### config.mk
export PLATFORM = sky130hd
export DESIGN_NAME = cruise_button_speed_ramp
export DESIGN_NICKNAME = d
export VERILOG_FILES = /design/src/design/cbsr_pkg.sv /design/src/design/cbsr_step.sv /design/src/design/cruise_button_speed_ramp.sv
export VERILOG_INCLUDE_DIRS = /design/src /design/src/design
export SDC_FILE = /design/constraint.sdc
export NUM_CORES = 1
export LEC_CHECK = 0
export ABC_AREA = 1
export ABC_CLOCK_PERIOD_IN_PS = 10600
export BUFFER_PORTS_ARGS = -buffer_cell sky130_fd_sc_hd__buf_2
export CAP_MARGIN = 15
export CORE_UTILIZATION = 55
export CTS_BUF_LIST = sky130_fd_sc_hd__clkbuf_4 sky130_fd_sc_hd__clkbuf_8
export DETAILED_ROUTE_END_ITERATION = 10
export GPL_TIMING_DRIVEN = 0
export PLACE_DENSITY = 0.71
export SYNTH_ARGS = -nofsm -noshare
export SYNTH_HDL_FRONTEND = slang
export SYNTH_SLANG_ARGS = --single-unit
### constraint.sdc
create_clock -name clk_i -period 10.6 [get_ports clk_i]
set_input_delay 0.53 -clock clk_i [delete_from_list [all_inputs] [get_ports clk_i]]
set_output_delay 0.53 -clock clk_i [all_outputs]
set_load 0.05 [all_outputs]
### src/design/cruise_button_speed_ramp_assert.svh
// assertion macros for the cruise button speed ramp block
// included by the top level, no other dependencies
`ifndef CRUISE_BUTTON_SPEED_RAMP_ASSERT_SVH
`define CRUISE_BUTTON_SPEED_RAMP_ASSERT_SVH

// same-cycle implication, disabled during reset
`define CBSR_ASSERT_NOW(label, clk, rst_n, ante, cons) \
  label: assert property (@(posedge clk) disable iff (!rst_n) (ante) |-> (cons)) \
    else $error("cbsr assertion failed");

// next-cycle implication, disabled during reset
`define CBSR_ASSERT_NEXT(label, clk, rst_n, ante, cons) \
  label: assert property (@(posedge clk) disable iff (!rst_n) (ante) |=> (cons)) \
    else $error("cbsr assertion failed");

`endif

### src/design/cbsr_pkg.sv
// shared types and constants for the cruise button speed ramp block
// no dependencies
`timescale 1ns / 1ps

package cbsr_pkg;

  // button bit positions
  localparam int BtnOn     = 0;
  localparam int BtnSet    = 1;
  localparam int BtnResume = 2;
  localparam int BtnCancel = 3;

  localparam logic signed [15:0] EngageMin = 16'sd500;
  localparam logic [1:0]         RegenMax  = 2'd3;

  localparam logic [11:0] TargetStepRst = 12'd100;
  localparam logic [11:0] RampRateRst   = 12'd20;

  // configuration register indexes
  typedef enum logic {
    CfgTargetStep = 1'b0,
    CfgRampRate   = 1'b1
  } cbsr_cfg_e;

  // control state carried from tick to tick
  typedef struct packed {
    logic               press_lock;
    logic signed [15:0] target;
    logic [14:0]        live;
    logic [1:0]         regen;
  } cbsr_state_t;

endpackage

### src/design/cbsr_step.sv
// next-state logic for one control tick of the cruise button speed ramp
// depends on cbsr_pkg
`timescale 1ns / 1ps

module cbsr_step (
  input  cbsr_pkg::cbsr_state_t state_i,
  input  logic [3:0]            buttons_i,
  input  logic                  brake_i,
  input  logic                  running_i,
  input  logic signed [15:0]    motor_speed_i,
  input  logic [11:0]           target_step_i,
  input  logic [11:0]           ramp_rate_i,
  output cbsr_pkg::cbsr_state_t state_o
);

  logic set_btn, resume_btn, on_btn, cancel_btn;

  assign on_btn     = buttons_i[cbsr_pkg::BtnOn];
  assign set_btn    = buttons_i[cbsr_pkg::BtnSet];
  assign resume_btn = buttons_i[cbsr_pkg::BtnResume];
  assign cancel_btn = buttons_i[cbsr_pkg::BtnCancel];

  always_comb begin
    logic signed [17:0] cur;
    logic signed [17:0] tgt;
    logic signed [17:0] speed_x;
    logic signed [17:0] step_x;
    logic signed [17:0] rate_x;
    logic signed [17:0] sum;
    logic signed [17:0] res;

    speed_x = {{2{motor_speed_i[15]}}, motor_speed_i};
    step_x  = $signed({6'b0, target_step_i});
    rate_x  = $signed({6'b0, ramp_rate_i});
    cur     = $signed({3'b0, state_i.live});
    tgt     = {{2{state_i.target[15]}}, state_i.target};
    sum     = '0;
    res     = '0;
    state_o = state_i;

    if (state_i.press_lock) begin
      // held until set and resume are both released
      state_o.press_lock = set_btn | resume_btn;
    end else begin
      state_o.press_lock = set_btn | resume_btn;
      if (on_btn && running_i) begin
        if (state_i.live == 15'd0) begin
          if (set_btn && (motor_speed_i > cbsr_pkg::EngageMin)) begin
            tgt = speed_x;
            cur = speed_x;
          end else if (resume_btn && (state_i.target > 16'sd0)) begin
            cur = speed_x;
          end
        end else begin
          if (cancel_btn || brake_i) begin
            cur = '0;
          end else if (resume_btn || set_btn) begin
            sum = resume_btn ? (tgt + step_x) : (tgt - step_x);
            if (sum > 18'sd32767) begin
              tgt = 18'sd32767;
            end else if (sum < -18'sd32768) begin
              tgt = -18'sd32768;
            end else begin
              tgt = sum;
            end
          end
        end
      end else begin
        cur = '0;
        tgt = '0;
        if (resume_btn) begin
          if (state_i.regen < cbsr_pkg::RegenMax) begin
            state_o.regen = state_i.regen + 2'd1;
          end
        end else if (set_btn) begin
          if (state_i.regen != 2'd0) begin
            state_o.regen = state_i.regen - 2'd1;
          end
        end
      end

      // ramp toward target, never past it
      if (cur <= 18'sd0) begin
        res = '0;
      end else if (cur < tgt) begin
        res = ((tgt - cur) > rate_x) ? (cur + rate_x) : tgt;
      end else if (cur > tgt) begin
        res = ((cur - tgt) > rate_x) ? (cur - rate_x) : tgt;
      end else begin
        res = cur;
      end
      if (res < 18'sd0) begin
        res = '0;
      end

      state_o.target = tgt[15:0];
      state_o.live   = res[14:0];
    end
  end

endmodule

### src/design/cruise_button_speed_ramp.sv
// top level of the cruise button speed ramp block
// depends on cbsr_pkg, cbsr_step and cruise_button_speed_ramp_assert.svh
`timescale 1ns / 1ps
//
// channel   direction  handshake               word
// in        input      in_valid_i / in_stall_o buttons, brake, running, motor_speed
// out       output     out_valid_o/out_stall_i cruise_speed, cruise_target, regen_level
// cfg       input      cfg_valid_i/cfg_ready_o cfg_index_i, cfg_data_i
//
// one word per cycle sustained while out_stall_i is low; a taken word passes the input
// register, then the output register; the rate rests on state feedback via cbsr_step
// reset (rst_ni low, async) clears the control state and loads the step and rate defaults
// out_stall_i holds the output register; in_stall_o rises only when the input register
// holds a word and the output register is full and stalled

`include "cruise_button_speed_ramp_assert.svh"

module cruise_button_speed_ramp (
  input  logic               clk_i,
  input  logic               rst_ni,
  // input words
  input  logic               in_valid_i,
  output logic               in_stall_o,
  input  logic [3:0]         buttons_i,
  input  logic               brake_i,
  input  logic               running_i,
  input  logic signed [15:0] motor_speed_i,
  // result words
  output logic               out_valid_o,
  input  logic               out_stall_i,
  output logic [14:0]        cruise_speed_o,
  output logic signed [15:0] cruise_target_o,
  output logic [1:0]         regen_level_o,
  // configuration writes
  input  logic               cfg_valid_i,
  output logic               cfg_ready_o,
  input  logic               cfg_index_i,
  input  logic [11:0]        cfg_data_i
);

  // configuration registers
  logic [11:0] target_step_q;
  logic [11:0] ramp_rate_q;

  // input register
  logic               in_valid_q;
  logic [3:0]         buttons_q;
  logic               brake_q;
  logic               running_q;
  logic signed [15:0] motor_speed_q;

  // control state and output register
  cbsr_pkg::cbsr_state_t state_q, state_d;
  logic                  out_valid_q;
  logic [14:0]           cruise_speed_q;
  logic signed [15:0]    cruise_target_q;
  logic [1:0]            regen_level_q;

  logic in_accept;
  logic advance;

  // the input word moves on when the output register is empty or being drained
  assign advance    = in_valid_q & (~out_valid_q | ~out_stall_i);
  assign in_stall_o = in_valid_q & out_valid_q & out_stall_i;
  assign in_accept  = in_valid_i & ~in_stall_o;

  assign cfg_ready_o = 1'b1;

  // configuration writes are to be issued only while idle; the block does not enforce it
  always_ff @(posedge clk_i or negedge rst_ni) begin
    if (!rst_ni) begin
      target_step_q <= cbsr_pkg::TargetStepRst;
      ramp_rate_q   <= cbsr_pkg::RampRateRst;
    end else if (cfg_valid_i && cfg_ready_o) begin
      case (cbsr_pkg::cbsr_cfg_e'(cfg_index_i))
        cbsr_pkg::CfgTargetStep: target_step_q <= cfg_data_i;
        cbsr_pkg::CfgRampRate:   ramp_rate_q   <= cfg_data_i;
        default: ;
      endcase
    end
  end

  // input register valid
  always_ff @(posedge clk_i or negedge rst_ni) begin
    if (!rst_ni) begin
      in_valid_q <= 1'b0;
    end else if (in_accept) begin
      in_valid_q <= 1'b1;
    end else if (advance) begin
      in_valid_q <= 1'b0;
    end
  end

  // input payload, no reset needed
  always_ff @(posedge clk_i) begin
    if (in_accept) begin
      buttons_q     <= buttons_i;
      brake_q       <= brake_i;
      running_q     <= running_i;
      motor_speed_q <= motor_speed_i;
    end
  end

  cbsr_step u_step (
    .state_i       (state_q),
    .buttons_i     (buttons_q),
    .brake_i       (brake_q),
    .running_i     (running_q),
    .motor_speed_i (motor_speed_q),
    .target_step_i (target_step_q),
    .ramp_rate_i   (ramp_rate_q),
    .state_o       (state_d)
  );

  // control state advances once per word
  always_ff @(posedge clk_i or negedge rst_ni) begin
    if (!rst_ni) begin
      state_q <= '0;
    end else if (advance) begin
      state_q <= state_d;
    end
  end

  // output valid
  always_ff @(posedge clk_i or negedge rst_ni) begin
    if (!rst_ni) begin
      out_valid_q <= 1'b0;
    end else if (advance) begin
      out_valid_q <= 1'b1;
    end else if (!out_stall_i) begin
      out_valid_q <= 1'b0;
    end
  end

  // result reports the state after the tick
  always_ff @(posedge clk_i) begin
    if (advance) begin
      cruise_speed_q  <= state_d.live;
      cruise_target_q <= state_d.target;
      regen_level_q   <= state_d.regen;
    end
  end

  assign out_valid_o     = out_valid_q;
  assign cruise_speed_o  = cruise_speed_q;
  assign cruise_target_o = cruise_target_q;
  assign regen_level_o   = regen_level_q;

  // a stall upstream only comes from a full, stalled output register
  `CBSR_ASSERT_NOW(a_stall_cause, clk_i, rst_ni, in_stall_o, out_valid_q && in_valid_q)

  // state only moves when a word is processed
  `CBSR_ASSERT_NEXT(a_state_hold, clk_i, rst_ni, !advance, $stable(state_q))

  // while the press lock is armed, target, live speed and regen stay put
  `CBSR_ASSERT_NEXT(a_lock_hold, clk_i, rst_ni, advance && state_q.press_lock,
                    $stable(state_q.target) && $stable(state_q.live) && $stable(state_q.regen))

endmodule

# ---- After elaboration in Yosys (flattened, before gate mapping)
# Cells that the tools add are included.
dict set report totals {
  ff_bits 115
  input_bits 40
  word_cells 87
}
dict set report classes {
  n_addsub 8
  order_cmp 11
  n_eq_ne 1
  mux 32
  bitwise_logic 10
  reduce_logical 10
}
# operator count
set op_table {}
lappend op_table {{two-way mux 18 bit} 20}
lappend op_table {{greater-than comparator 18 x 13 -> 1 bit} 2}
lappend op_table {{subtractor 18 bit} 2}
lappend op_table {{two-way mux 33 bit} 1}
lappend op_table {{two-way mux 15 bit} 2}
lappend op_table {{adder 18 x 13 -> 18 bit} 1}
lappend op_table {{greater-than comparator 18 x 16 -> 1 bit, second input constant} 1}
lappend op_table {{greater-than comparator 18 bit} 1}
lappend op_table {{less-or-equal comparator 18 x 1 -> 1 bit, second input constant} 1}
lappend op_table {{less-than comparator 18 x 1 -> 1 bit, second input constant} 1}
lappend op_table {{less-than comparator 18 x 16 -> 1 bit, second input constant} 1}
lappend op_table {{less-than comparator 18 bit} 1}
lappend op_table {{subtractor 18 x 13 -> 18 bit} 1}
lappend op_table {{adder 16 x 13 -> 17 bit} 1}
lappend op_table {{subtractor 16 x 13 -> 17 bit} 1}
lappend op_table {{greater-than comparator 16 x 1 -> 1 bit, second input constant} 1}
lappend op_table {{greater-than comparator 16 x 10 -> 1 bit, second input constant} 1}
lappend op_table {{zero test 15 bit} 1}
lappend op_table {{two-way mux 2 bit} 5}
lappend op_table {{AND 1 bit} 4}
lappend op_table {{two-way mux 1 bit} 4}
lappend op_table {{NOT 1 bit} 4}
lappend op_table {{AND reduction 2 bit} 2}
lappend op_table {{nonzero test 2 bit} 2}
lappend op_table {{7 further kinds} 11}

# ---- Depth between registers and ports, before layout
dict set report logic_depth {
  ltp_word 20
  ltp_mapped 54
  depth_no_buf 53
}

# ---- Cells and area by module
# Synthesis repeated with hierarchy kept, for this count alone.
dict set report unflattened {
  cells_unflattened 1734
  area_unflattened_um2 11551.1
}
# module n_inst cells_per_inst area_per_inst_um2 seq_area_each_um2
set modules_own_cells {}
lappend modules_own_cells {cbsr_step 1 1412 7489.7 0.0}
lappend modules_own_cells {cruise_button_speed_ramp 1 322 4061.4 3159.3}

# ---- Worst setup path after synthesis
# Ideal clock, no wire load.
dict set report synth_path {
  path_kind {register -> register}
  startpoint {reg target_step_q[0]}
  endpoint {reg cruise_speed_q[9] (netlist: cruise_speed_o[9]) (data pin)}
  setup_time_ns 0.254
  arrival_time_ns 5.618
  t_required_ns 10.346
  slack_ns 4.728
  path_stages_with_launch 47
  path_buffers 3
  synth_period_minus_slack_ns 5.872
  cell_sequence {dfrtp_1 -> inv_1 -> ha_1 -> nand3_1 -> nor4_1 -> a21oi_1 -> xor2_1 -> ha_1 -> nand2_1 -> inv_1 -> nand2_1 -> nand2_1 -> a21oi_1 -> nand2_1 -> nand2_1 -> nand2_1 -> nand3_1 -> buf_1 -> (+11 left out) -> xor2_1 -> ha_1 -> nand2_1 -> nor2_1 -> o211ai_1 -> nand4_1 -> nand2_1 -> a21oi_1 -> nor2_4 -> nand2_4 -> nand2_8 -> inv_6 -> buf_4 -> nor2_1 -> o21ai_1 -> nand2_1 -> nand2_2 -> nand2_2}
}
# element line_no
set synth_lines {}
lappend synth_lines {{start, declared} cruise_button_speed_ramp.sv:42} ;# logic [11:0] target_step_q;
lappend synth_lines {{start signal, assigned} cruise_button_speed_ramp.sv:72} ;# target_step_q <= cbsr_pkg::TargetStepRst;
lappend synth_lines {{start signal, assigned} cruise_button_speed_ramp.sv:76} ;# cbsr_pkg::CfgTargetStep: target_step_q <= cfg_data_i;
lappend synth_lines {{end signal, assigned} cruise_button_speed_ramp.sv:138} ;# cruise_speed_q <= state_d.live;
lappend synth_lines {{end, declared} cruise_button_speed_ramp.sv:55} ;# logic [14:0] cruise_speed_q;

==> impl_results.md <==
- Slew headroom: a little over two fifths
- Cell taking the most area after synthesis: nand2_1
- Sequential area share after synthesis: between 20% and 30%
- Die area: ~21000 µm²
- Post-CTS Resized: 0
- Final Hold Fails: 0
- Area share of the largest cell type after synthesis: ~17%
- Pre-antenna DRT Iters: 6
- Ys flop type: edfxtp_1
- Crit Path Max Fanout: 10
- Most frequent cell after synthesis: nand2_1
- Max Fclk: about 0.13 GHz
- Synth warnings: 0
- Area Overhead vs Synth: 10.08%
- Min cycle time layout: approximately 7.6 ns
- Measured slew at the worst slew-check pin: approximately 0.85 ns
- Async SR Flop Fraction: a little over half
- Ant. Diodes: 0
- Tot GR Track Use: 33.86%
- Synth area leaders: nand2_1 17%, edfxtp_1 15%, dfrtp_1 12%
- Worst stage delay on the critical path: around 0.43 ns
- DR vias: around 11000
- Synth Area in Simple Gates: a little under a third
- Root Buffer: clkbuf_8
- DIE WIDTH: 145.2 µm
- Antenna violations before repair: 0
- Avg Vias per Cell: between 5 and 6
- Post-CTS Hold Buffers: 0
- Number of fill cells: ~1900
- Setup Buffers After CTS: 0
- Worst-Skew Late Latency: 0.45 ns
- Arrival @ worst endpoint: about 8.0 ns
- Period Utilization, post-route: about 72%
- Library cells used by synthesis: 57
- Slew Viols, Final: 0
- Post-route antenna net violation count: 0
- Max Cap Viol: 0
- WS Path Type: reg -> reg
- Slowest-stage cell, CP: dfrtp_1
- Fin nets: around 1900
- Post-DP HPWL: between 20000 and 30000 µm
- Crit path top cell by count: nand2_1
- CTS max path bufs: 2
- Tightest Hold Check Type: in -> async
- Number of synthesized flops with an enable pin: 55
- Htree depth: 4
- Unrepaired setup endpoints after global routing: no
- Non-filler cells in the finished layout: between 2000 and 2500
- Seq. cell area: around 3200 µm²
- Routed length per instance: 17.28 µm
- Worst setup EP type: flop
- Worst Path Required: 10.98 ns
- Hold Slack: around 0.16 ns
- Final instance area: ~12000 µm²
- Clock sinks: roughly 120
- Dpl cell area: 12010 µm²
- Share of cells above drive strength 1: 12.91%
- # IOs: between 70 and 80
- Multi-input logic area: 6962 µm²
- RD Place Congestion: slightly above 1
- Die H: 145.2 µm
- Grt ovf: 0
- Total CTS buffers: 17
- DRC violations left: 0
- Synth Area per Inst: between 6 and 7 µm²
- Compound-cell area share of the yosys netlist: about 15%
- Post-synth net total: between 1500 and 2000
- Total number of placement rows: 52
- FF+latch count, synth: around 120
- TritonCTS clock tree: yes
- Largest net degree at the start of global routing: 43
- First-pass GRT wire length: roughly 55000 µm
- Clock skew: between 0.015 and 0.02 ns
- Commonest cells post-synth: 502 x nand2_1, 209 x inv_1, 120 x a21oi_1, 118 x o21ai_0, 109 x nor2_1
- Core area: 20170 µm²
- Clock-pin slew of the registers on the worst-case setup and hold paths: about 0.080 ns
- Reg-to-reg critical path startpoint: target_step_q[0]$_DFFE_PN0P_
- Initial core utilization: between 50% and 60%
- Routed WL: around 35000 µm
- Largest family of logic cells by synthesized area: simple AND/OR/NAND/NOR gates
- Synth Instances: 1651
- Post-Synth Adder-Cell Area: 11.86%
- Vias in the first global route: between 10000 and 15000
- Post-synthesis xor/xnor area fraction: about 4.7%
- Crit path launch: target_step_q[0]$_DFFE_PN0P_
- IO Port Bufs: 74
- Synth Cell Area: 11280 µm²
- Status: finished, final reports clean
- Setup Viol. Count Final: 0
- Setup TNS: 0 ns
- Startpoint types: flop
- Placed Cells: 1996
- Multiplexer share of the synthesized area: 0%
- DR iter-0 viols: ~1000
-- sequential cells by signal, indices dropped and copies added, names as in the netlist --
name,flops
state_q,34
cruise_target_o,16
motor_speed_q,16
cruise_speed_o,15
ramp_rate_q,12
target_step_q,12
buttons_q,4
regen_level_o,2
brake_q,1
in_valid_q,1
out_valid_o,1
running_q,1
-- stage by stage --
stage / setup WS [ns] / utilization (%)
after CTS: 3.174 / 61.59
final: 3.008 / 61.59
after detailed placement: 3.225 / 59.56
after global placement: 3.298 / 59.46
after global routing: 2.165 / 61.59
after floorplan: 4.728 / -
-- placed cells by master, fill, tap and decap left out, drive strengths merged, types with 9 or more instances in the layout --
cell type    n
nand2      542
clkbuf      42
dfrtp       55
o21ai      133
inv        229
nand4       15
nor3        13
a21oi      127
nand3       80
buf        105
xor2        53
o21bai       9
nor2       118
ha          99
edfxtp      55
-- cells by family after synthesis --
kind of cell | Yosys count
xor+xnor | 60
buf+inv | 278
fa+ha+maj | 104
other cells | 1
compound gates | 303
simple gates | 790
flops | 115
-- cell type report --
cell class                      instances  area share [%]
Tap cell                              270           2.720
Buffer                                 56           2.619
Timing Repair Buffer                   75           3.143
Inverter                              222           6.749
Clock inverter                         14           1.350
Sequential cell                       115           25.43
Multi-Input combinational cell       1258           56.04
Clock buffer                           18           1.944
-- per-layer routing --
| layer | up-vias | wire (µm) | track usage [%] |
|---|---|---|---|
| li1 | 5518 | - | - |
| met1 | 5178 | 15160 | 45.35 |
| met2 | 458 | 16430 | 55.22 |
| met3 | 80 | 2114 | 3.962 |
| met4 | 0 | 1350 | 14.58 |
| met5 | - | 0 | 0 |
-- critical path, delay by kind of cell, from the launching register on --
kind            cells  cell delay [ns]
fa+ha+maj           3             1.00
xor+xnor            1             0.18
flops               1             0.43
buf+inv             6             0.94
compound gates      6             0.94
simple gates       32             3.99
-- worst paths after layout --
| path | to | slack, ns | cells after the start |
|---|---|---|---|
| worst max register to register | state_q[3]$_DFFE_PN0P_ | 3.01 | 48 |
| min in group clk_i | buttons_q[2]$_DFFE_PP_ | 0.25 | 1 |
| worst min register to register | out_valid_o$_DFFE_PN0P_ | 0.49 | 2 |
| worst max-delay path | state_q[3]$_DFFE_PN0P_ | 3.01 | 48 |
| max in group asynchronous | state_q[7]$_DFFE_PN0P_ | 9.77 | 2 |
| worst min-delay path | target_step_q[10]$_DFFE_PN0P_ | 0.16 | 1 |
Power is not shown: default switching activity piles up to over one toggle a cycle in this logic, so the estimate is an artifact.
